==> src/rtl/i128_pkg.sv <==
// Shared types and constants for the 128-bit arithmetic unit.
package i128_pkg;

  typedef enum logic [2:0] {
    OP_ADD  = 3'd0,
    OP_SADD = 3'd1,
    OP_SUB  = 3'd2,
    OP_MUL  = 3'd3,
    OP_DIV  = 3'd4,
    OP_CLZ  = 3'd5,
    OP_CMP  = 3'd6,
    OP_NEG  = 3'd7
  } op_e;

  typedef enum logic [1:0] {
    ST_IDLE = 2'd0,
    ST_RUN  = 2'd1,
    ST_DONE = 2'd2
  } state_e;

  localparam logic [1:0] OrdLess    = 2'd0;
  localparam logic [1:0] OrdEqual   = 2'd1;
  localparam logic [1:0] OrdGreater = 2'd2;

  // Control from the sequencer to the serial datapath.
  typedef struct packed {
    logic load;
    logic step;
  } ctrl_t;

endpackage

==> src/rtl/i128_dp.sv <==
// Bit-serial datapath: add/sub/compare/negate, shift-add multiply, restoring divide, clz.
module i128_dp (
  input  logic                  clk_i,
  input  i128_pkg::ctrl_t       ctrl_i,
  input  logic [2:0]            op_i,
  input  logic [127:0]          a_i,
  input  logic [127:0]          b_i,
  output logic [127:0]          value_o,
  output logic                  flag_o,
  output logic [1:0]            order_o
);

  // Operand shift registers and result accumulators
  logic [127:0] a_q, a_d, b_q, b_d, r_q, r_d, m_q, m_d;
  logic [127:0] rem_q, rem_d;
  logic         c_q, c_d, f_q, f_d, z_q, z_d, gt_q, gt_d, lt_q, lt_d, seen_q, seen_d;
  logic         sa_q, sa_d, sb_q, sb_d;
  logic [2:0]   op_q, op_d;
  logic [7:0]   clz_q, clz_d;

  logic abit, bbit, bop, sbit, cout;
  logic [128:0] sh;
  logic [128:0] diff;
  logic [128:0] mac;

  always_comb begin
    a_d = a_q; b_d = b_q; r_d = r_q; m_d = m_q; rem_d = rem_q;
    c_d = c_q; f_d = f_q; z_d = z_q; gt_d = gt_q; lt_d = lt_q; seen_d = seen_q;
    sa_d = sa_q; sb_d = sb_q; op_d = op_q; clz_d = clz_q;
    abit = a_q[0];
    bbit = b_q[0];
    bop = 1'b0; sbit = 1'b0; cout = 1'b0;
    sh = '0; diff = '0; mac = '0;
    if (ctrl_i.load) begin
      op_d = op_i;
      a_d = a_i;
      b_d = b_i;
      r_d = '0;
      m_d = '0;
      rem_d = '0;
      seen_d = 1'b0;
      clz_d = '0;
      gt_d = 1'b0; lt_d = 1'b0;
      z_d = (b_i == '0);
      f_d = 1'b0;
      sa_d = a_i[127];
      // Subtract and negate enter with carry one
      c_d = (op_i == i128_pkg::OP_SUB) || (op_i == i128_pkg::OP_NEG);
      // Sign of -B: the carry of the increment reaches the top only when B's low bits are zero
      if (op_i == i128_pkg::OP_SUB) sb_d = ~b_i[127] ^ (b_i[126:0] == '0);
      else sb_d = b_i[127];
      if (op_i == i128_pkg::OP_NEG) sb_d = 1'b0;
    end else if (ctrl_i.step) begin
      unique case (i128_pkg::op_e'(op_q))
        i128_pkg::OP_ADD, i128_pkg::OP_SADD, i128_pkg::OP_SUB, i128_pkg::OP_NEG: begin
          // Ripple one bit per cycle, LSB first
          if (op_q == i128_pkg::OP_SUB) bop = ~bbit;
          else if (op_q == i128_pkg::OP_NEG) bop = 1'b0;
          else bop = bbit;
          if (op_q == i128_pkg::OP_NEG) abit = ~a_q[0];
          {cout, sbit} = {1'b0, abit} + {1'b0, bop} + {1'b0, c_q};
          c_d = cout;
          r_d = {sbit, r_q[127:1]};
          a_d = a_q >> 1;
          b_d = b_q >> 1;
        end
        i128_pkg::OP_CMP: begin
          // LSB first: later (higher) differing bits override
          if (abit & ~bbit) begin gt_d = 1'b1; lt_d = 1'b0; end
          else if (~abit & bbit) begin lt_d = 1'b1; gt_d = 1'b0; end
          a_d = a_q >> 1;
          b_d = b_q >> 1;
        end
        i128_pkg::OP_CLZ: begin
          // MSB first; count until the first one
          if (a_q[127]) seen_d = 1'b1;
          else if (!seen_q) clz_d = clz_q + 8'd1;
          a_d = a_q << 1;
        end
        i128_pkg::OP_MUL: begin
          // Shift-add on B's bits, MSB first; track bits lost past 128
          mac = {1'b0, m_q[126:0], 1'b0};
          if (m_q[127]) f_d = 1'b1;
          if (b_q[127]) begin
            mac = mac + {1'b0, a_q};
          end
          if (mac[128]) f_d = 1'b1;
          m_d = mac[127:0];
          b_d = b_q << 1;
          if (b_q[127] && m_q[127]) f_d = 1'b1;
        end
        default: begin
          // Restoring divide, one quotient bit per cycle
          sh = {rem_q, a_q[127]};
          diff = sh - {1'b0, b_q};
          a_d = a_q << 1;
          if (z_q) begin
            if (a_q[127]) seen_d = 1'b1;
            r_d = {r_q[126:0], seen_q | a_q[127]};
          end else if (!diff[128]) begin
            rem_d = diff[127:0];
            r_d = {r_q[126:0], 1'b1};
          end else begin
            rem_d = sh[127:0];
            r_d = {r_q[126:0], 1'b0};
          end
        end
      endcase
    end
  end

  // Advance the serial registers
  always_ff @(posedge clk_i) begin
    a_q <= a_d; b_q <= b_d; r_q <= r_d; m_q <= m_d; rem_q <= rem_d;
    c_q <= c_d; f_q <= f_d; z_q <= z_d; gt_q <= gt_d; lt_q <= lt_d; seen_q <= seen_d;
    sa_q <= sa_d; sb_q <= sb_d; op_q <= op_d; clz_q <= clz_d;
  end

  // Select the result
  always_comb begin
    value_o = '0;
    flag_o = 1'b0;
    order_o = i128_pkg::OrdLess;
    case (i128_pkg::op_e'(op_q))
      i128_pkg::OP_ADD: begin value_o = r_q; flag_o = c_q; end
      i128_pkg::OP_SADD, i128_pkg::OP_SUB: begin
        value_o = r_q;
        flag_o = (sa_q == sb_q) && (sa_q != r_q[127]);
      end
      i128_pkg::OP_NEG: begin
        value_o = r_q;
        flag_o = (r_q[127] == 1'b1) && (r_q[126:0] == '0);
      end
      i128_pkg::OP_MUL: begin value_o = m_q; flag_o = f_q; end
      i128_pkg::OP_DIV: begin value_o = r_q; flag_o = z_q; end
      i128_pkg::OP_CLZ: value_o = {120'd0, clz_q};
      default: order_o = gt_q ? i128_pkg::OrdGreater :
                         (lt_q ? i128_pkg::OrdLess : i128_pkg::OrdEqual);
    endcase
  end

endmodule

==> src/rtl/i128_seq.sv <==
// Sequencer: loads an item, counts 128 serial steps, holds the result for the sink.
module i128_seq (
  input  logic            clk_i,
  input  logic            rst_ni,
  input  logic            in_valid_i,
  output logic            in_ready_o,
  output logic            out_valid_o,
  input  logic            out_ready_i,
  output i128_pkg::ctrl_t ctrl_o
);

  i128_pkg::state_e state_q, state_d;
  logic [7:0] cnt_q, cnt_d;

  // Next state
  always_comb begin
    state_d = state_q;
    cnt_d = cnt_q;
    unique case (state_q)
      i128_pkg::ST_IDLE: if (in_valid_i) begin state_d = i128_pkg::ST_RUN; cnt_d = '0; end
      i128_pkg::ST_RUN: begin
        cnt_d = cnt_q + 8'd1;
        if (cnt_q == 8'd127) state_d = i128_pkg::ST_DONE;
      end
      i128_pkg::ST_DONE: if (out_ready_i) state_d = i128_pkg::ST_IDLE;
      default: state_d = i128_pkg::ST_IDLE;
    endcase
  end

  // Outputs
  always_comb begin
    in_ready_o = (state_q == i128_pkg::ST_IDLE);
    out_valid_o = (state_q == i128_pkg::ST_DONE);
    ctrl_o.load = (state_q == i128_pkg::ST_IDLE) && in_valid_i;
    ctrl_o.step = (state_q == i128_pkg::ST_RUN);
  end

  always_ff @(posedge clk_i or negedge rst_ni) begin
    if (!rst_ni) begin
      state_q <= i128_pkg::ST_IDLE;
      cnt_q <= '0;
    end else begin
      state_q <= state_d;
      cnt_q <= cnt_d;
    end
  end

endmodule

==> src/rtl/int128_arith_unit.sv <==
// Top level of the 128-bit bit-serial integer arithmetic unit.
// One request on the slave stream carries opcode and operands A and B; one
// result leaves on the master stream per request.
// s_axis_tdata: opcode[2:0], a_hi, a_lo, b_hi, b_lo (packed from bit 0).
// m_axis_tdata: value_hi, value_lo, flag, order (packed from bit 0).
// Every opcode runs through 128 serial steps, one operand bit per cycle:
// the request is loaded at the edge that accepts it, the steps run at the
// edges that follow, and the result is offered right after the last step.
// The unit returns to idle as the result leaves, so a new request is taken
// only after the previous result has left, and an output stall delays it.
// The multiply is a shift-add over B's bits; the divide is restoring, one
// quotient bit per cycle. Only one request is in flight.
// Reset empties the unit. While the sink stalls, the result holds on the
// master stream and no new request is taken.
module int128_arith_unit (
  input  logic         clk_i,
  input  logic         rst_ni,
  input  logic         s_axis_tvalid,
  output logic         s_axis_tready,
  input  logic [263:0] s_axis_tdata, // opcode, operand_a_hi, operand_a_lo, operand_b_hi, operand_b_lo
  output logic         m_axis_tvalid,
  input  logic         m_axis_tready,
  output logic [135:0] m_axis_tdata  // value_hi, value_lo, flag, order, zero fill
);

  i128_pkg::ctrl_t ctrl;
  logic [127:0] value;
  logic flag;
  logic [1:0] order;

  i128_seq u_seq (
    .clk_i, .rst_ni,
    .in_valid_i(s_axis_tvalid), .in_ready_o(s_axis_tready),
    .out_valid_o(m_axis_tvalid), .out_ready_i(m_axis_tready),
    .ctrl_o(ctrl)
  );

  i128_dp u_dp (
    .clk_i,
    .ctrl_i(ctrl),
    .op_i(s_axis_tdata[2:0]),
    .a_i({s_axis_tdata[66:3], s_axis_tdata[130:67]}),
    .b_i({s_axis_tdata[194:131], s_axis_tdata[258:195]}),
    .value_o(value), .flag_o(flag), .order_o(order)
  );

  assign m_axis_tdata = {5'd0, order, flag, value[63:0], value[127:64]};

  // A request and a result never coexist
  a_excl: assert property (@(posedge clk_i) disable iff (!rst_ni)
    !(s_axis_tready && m_axis_tvalid)) else $error("ready while result pending");
  // Accepting a request drops ready next cycle
  a_busy: assert property (@(posedge clk_i) disable iff (!rst_ni)
    (s_axis_tvalid && s_axis_tready) |=> !s_axis_tready) else $error("ready after accept");
  // A stalled result holds
  a_hold: assert property (@(posedge clk_i) disable iff (!rst_ni)
    (m_axis_tvalid && !m_axis_tready) |=> (m_axis_tvalid && $stable(m_axis_tdata)))
    else $error("result dropped");

endmodule
==> config.mk <==
export PLATFORM = sky130hd
export DESIGN_NAME = int128_arith_unit
export DESIGN_NICKNAME = d
export VERILOG_FILES = /design/src/rtl/i128_pkg.sv /design/src/rtl/i128_dp.sv /design/src/rtl/i128_seq.sv /design/src/rtl/int128_arith_unit.sv
export SDC_FILE = /design/constraint.sdc
export NUM_CORES = 2
export LEC_CHECK = 0
export ABC_AREA = 1
export BUFFER_PORTS_ARGS = -buffer_cell sky130_fd_sc_hd__buf_2
export CAP_MARGIN = 20
export CORE_ASPECT_RATIO = 0.6
export CORE_UTILIZATION = 50
export CTS_BUF_LIST = sky130_fd_sc_hd__clkbuf_16
export CTS_CLUSTER_DIAMETER = 60
export CTS_CLUSTER_SIZE = 20
export DETAILED_ROUTE_END_ITERATION = 6
export PLACE_DENSITY = 0.69
export SLEW_MARGIN = 10
export SYNTH_ARGS = -nofsm -noshare
export SYNTH_HDL_FRONTEND = slang
export SYNTH_SLANG_ARGS = --single-unit
==> constraint.sdc <==
create_clock -name clk_i -period 26.5 [get_ports clk_i]
set_input_delay 1.325 -clock clk_i [delete_from_list [all_inputs] [get_ports clk_i]]
set_output_delay 1.325 -clock clk_i [all_outputs]
set_load 0.02 [all_outputs]
==> run summary <==
largest net degree at the start of global routing - 161
Relative slew margins - 0.166
HP Class - in -> async
critical path peak fanout - 64
worst skew pair latency - 0.70 ns
RSZ-0062 raised after global routing - false
area of the multi-input gates - 35500 sq um
leakage - 33.8 nW
Inserted Clock Buffers - 47
Synth Area in Adders - 0.0533
synthesized area per cell - 5.82 sq um
Setup TNS - 0 ns
Detailed Route WL - 288000 um
Post-CTS Setup Bufs - 0
die height - 274 um
clock-pin slew on the worst setup and hold paths - 0.09 ns
die width - 455 um
failing checks - DRC
Top Ports - 406
min Tclk post-route - 5.43 ns
Cells after Synth - 10600
Worst Skew - 0.0483 ns
final setup fails - 0
FF+latch count, synth - 669
Core Footprint - 122000 sq um
crit path from - u_dp.a_q[127]
gpl congestion - 1.20
Residual DRC - 9
# nets final - 11300
PortBufs - 395
detailed placer's ending HPWL - 238000 um
global route overflow - 0
status - finished with violations
FF+latch area - 16100 sq um
initial antenna violation count - 10
largest family of logic cells by synthesized area - simple AND/OR/NAND/NOR gates
vias in the first global route - 60500
critical path class - reg -> reg
flop2flop setup slack - 21.07 ns
total clock sinks - 669
CTS tree - yes
Root Driver - clkbuf_16
PwrDens - 112 nW/um^2
setup ws final - 21.07 ns
R2R depth - 23
DR vias/cell - 5.80
sequential area share after synthesis - 0.261
reg2reg start - u_dp.a_q[127]
GRT Util Overall - 0.441
simple-gate portion of the synthesized area - 0.354
share of layout cells above drive strength 1 - 0.0634
CP Launch Type - flip-flop
maximum vdd drop - 0.138 mV
Post-synth EDFFs - 263
Final ANT Viol Nets - 0
post-synthesis compound-gate area fraction - 0.152
pre-CTS setup slack - 21.40 ns
first-pass GRT wire length - 406000 um
post-synthesis cell area - 61700 sq um
Req. time, crit path - 27.05 ns
Vias - 72000
Crit. End Element - flip-flop
Cell Area, Placed - 64500 sq um
H-tree depth - 2
Final Max Tran Viols - 0
num rows - 99
Max-cap violations - 0
Netlist cell types - 52
Initial Util - 0.506
final period utilization - 0.205
multiplexer share of the synthesized area - 0
synth warn - 0
drt wl/cell - 23.2 um
initial drt markers - 12200
Fillers - 12700
f_max - 0.184 GHz
Synth Area in XOR/XNOR - 0.0146
hold_buf cts - 0
fin area - 66200 sq um
final hold vios - 0
Hold WS - 0.475 ns
worst-margin pin slew - 1.24 ns
total die area - 125000 sq um
Core Util, Final - 0.543
Clock Tree Buf Depth - 3
Critical Path AT - 5.98 ns
1st-pass router iterations - 7
Most used DFF post-synth - dfxtp_1
Setup crit end - u_dp.rem_q[51]
Resized cells post-CTS - 0
Worst R2R End - u_dp.rem_q[51]
area grow syn2layout - 7.40%
Async S/R FF share, synth - 0.0149
[cell type report]
| type | instances | share of cell area |
|---|---|---|
| repair buffers | 445 | 0.0369 |
| inverters | 2277 | 0.129 |
| multi-input cells | 7308 | 0.536 |
| flip-flops and latches | 669 | 0.243 |
| clock buffers | 49 | 0.0185 |
| clock inverters | 38 | 0.00571 |
| diodes | 3 | 0.000113 |
| well taps | 1616 | 0.0305 |
[critical path, stage by stage (launching register included)]
cell and delay [ns]:
edfxtp_1 0.52, inv_1 0.10, ha_1 0.19, inv_1 0.35
fa_1 0.40, nand2_1 0.10, nand2_1 0.09, nand3b_1 0.10
nand2_2 0.16, nand2_1 0.08, nand2_2 0.13, nand2_2 0.07
nand2_2 0.20, nand2_2 0.11, nand2_4 0.09, nand2_4 0.07
nand2_2 0.09, nand2_2 0.62, buf_4 0.61, nand2_2 0.12
buf_4 0.65, nand2_1 0.15, nand3_1 0.12, a21oi_1 0.08
[worst min-delay path by stage]
stage | endpoint | depth (start not counted) | slack (ns)
final | u_seq.cnt_q[7] | 1 | 0.48
after global routing | u_seq.cnt_q[7] | 1 | 0.48
after CTS | u_seq.cnt_q[7] | 1 | 0.46
after detailed placement | u_dp.m_q[127] | 2 | 0.47
after global placement | u_dp.f_q | 2 | 0.45
after floorplan | u_dp.f_q | 2 | 0.44
[sequential cells by signal, indices dropped and copies added (netlist names), 2 cells and up]
signal,count
u_seq.state_q,2
u_dp.b_q,128
u_dp.clz_q,8
u_dp.r_q,128
u_seq.cnt_q,8
u_dp.rem_q,128
u_dp.a_q,128
u_dp.op_q,3
u_dp.m_q,128
[synth_stat cells (10+ instances only)]
cell type  number  area share
o21ai_1        11     0.00089
ha_1          258       0.052
buf_1          28      0.0017
clkbuf_1      217       0.013
nand2_2        10      0.0010
nand3_1       497       0.040
o211ai_1       44      0.0054
dfxtp_1       396        0.13
o221ai_1      229       0.033
nor2_2         12      0.0012
edfxtp_1      263        0.13
xnor2_1        48      0.0068
o21bai_1       18      0.0022
nand4_1        95      0.0096
nor3_1         86      0.0070
buf_2          73      0.0059
nor2_1        911       0.055
o21ai_0       316       0.026
inv_1        2224        0.14
xor2_1         55      0.0078
nor4_1         49      0.0050
buf_6          19      0.0035
buf_4          15      0.0018
inv_2          48      0.0029
nand2_1      3585        0.22
a21oi_2        14      0.0020
a221oi_1       12      0.0017
nand3_2        56      0.0091
dfrtp_1        10      0.0041
o22ai_1       110       0.011
nand3b_1       35      0.0043
a21oi_1       681       0.055
a31oi_1       130       0.013
[layout by cell type (no fill, tap or decap), drive strengths merged, types with 4 or more instances in the layout]
master  instances
nor2          927
nand2        3597
inv          2298
o21ai         327
bufinv          4
or4             4
o211ai         44
clkinv         12
or2             4
a21oi         695
nand3b         35
clkbuf         49
edfxtp        263
o21bai         18
o221ai        229
dfrtp          10
a31oi         130
buf           445
nand3         553
conb            5
nor4           49
dfxtp         396
nand4          95
o22ai         110
nor3           87
a21o            7
xor2           55
xnor2          48
ha            258
a221oi         12
[power breakdown]
group | internal [mW] | switching, mW
clock | 0.387 | 0.441
sequential | 1.63 | 0.347
combinational | 1.28 | 3.36
[metrics by stage]
stage / instances / power [mW]
final: 12400 / 7.45
after global routing: 12400 / 7.84
after global placement: 12300 / 6.23
after detailed placement: 12300 / 6.36
after floorplan: 10600 / 4.88
after CTS: 12400 / 7.19
[metal layers]
layer / global-route usage / vias up / share of wire
li1: - / 33600 / -
met1: 0.701 / 32900 / 0.46
met2: 0.502 / 5158 / 0.33
met3: 0.216 / 331 / 0.19
met4: 0.0718 / 8 / 0.019
met5: 0.0301 / - / 0.0019
[kinds of logic (layout without fill, tap and decap cells)]
family | Yosys count | count (layout)
flip-flops | 669 | 669
other | 1 | 8
AO/OA/AOI/OAI | 1583 | 1583
adder cells (fa/ha/maj) | 261 | 261
buffers and inverters | 2631 | 2809
AND/OR/NAND/NOR | 5356 | 5356
XOR/XNOR | 103 | 103
Note: power is estimated with default switching activity, not from simulation.
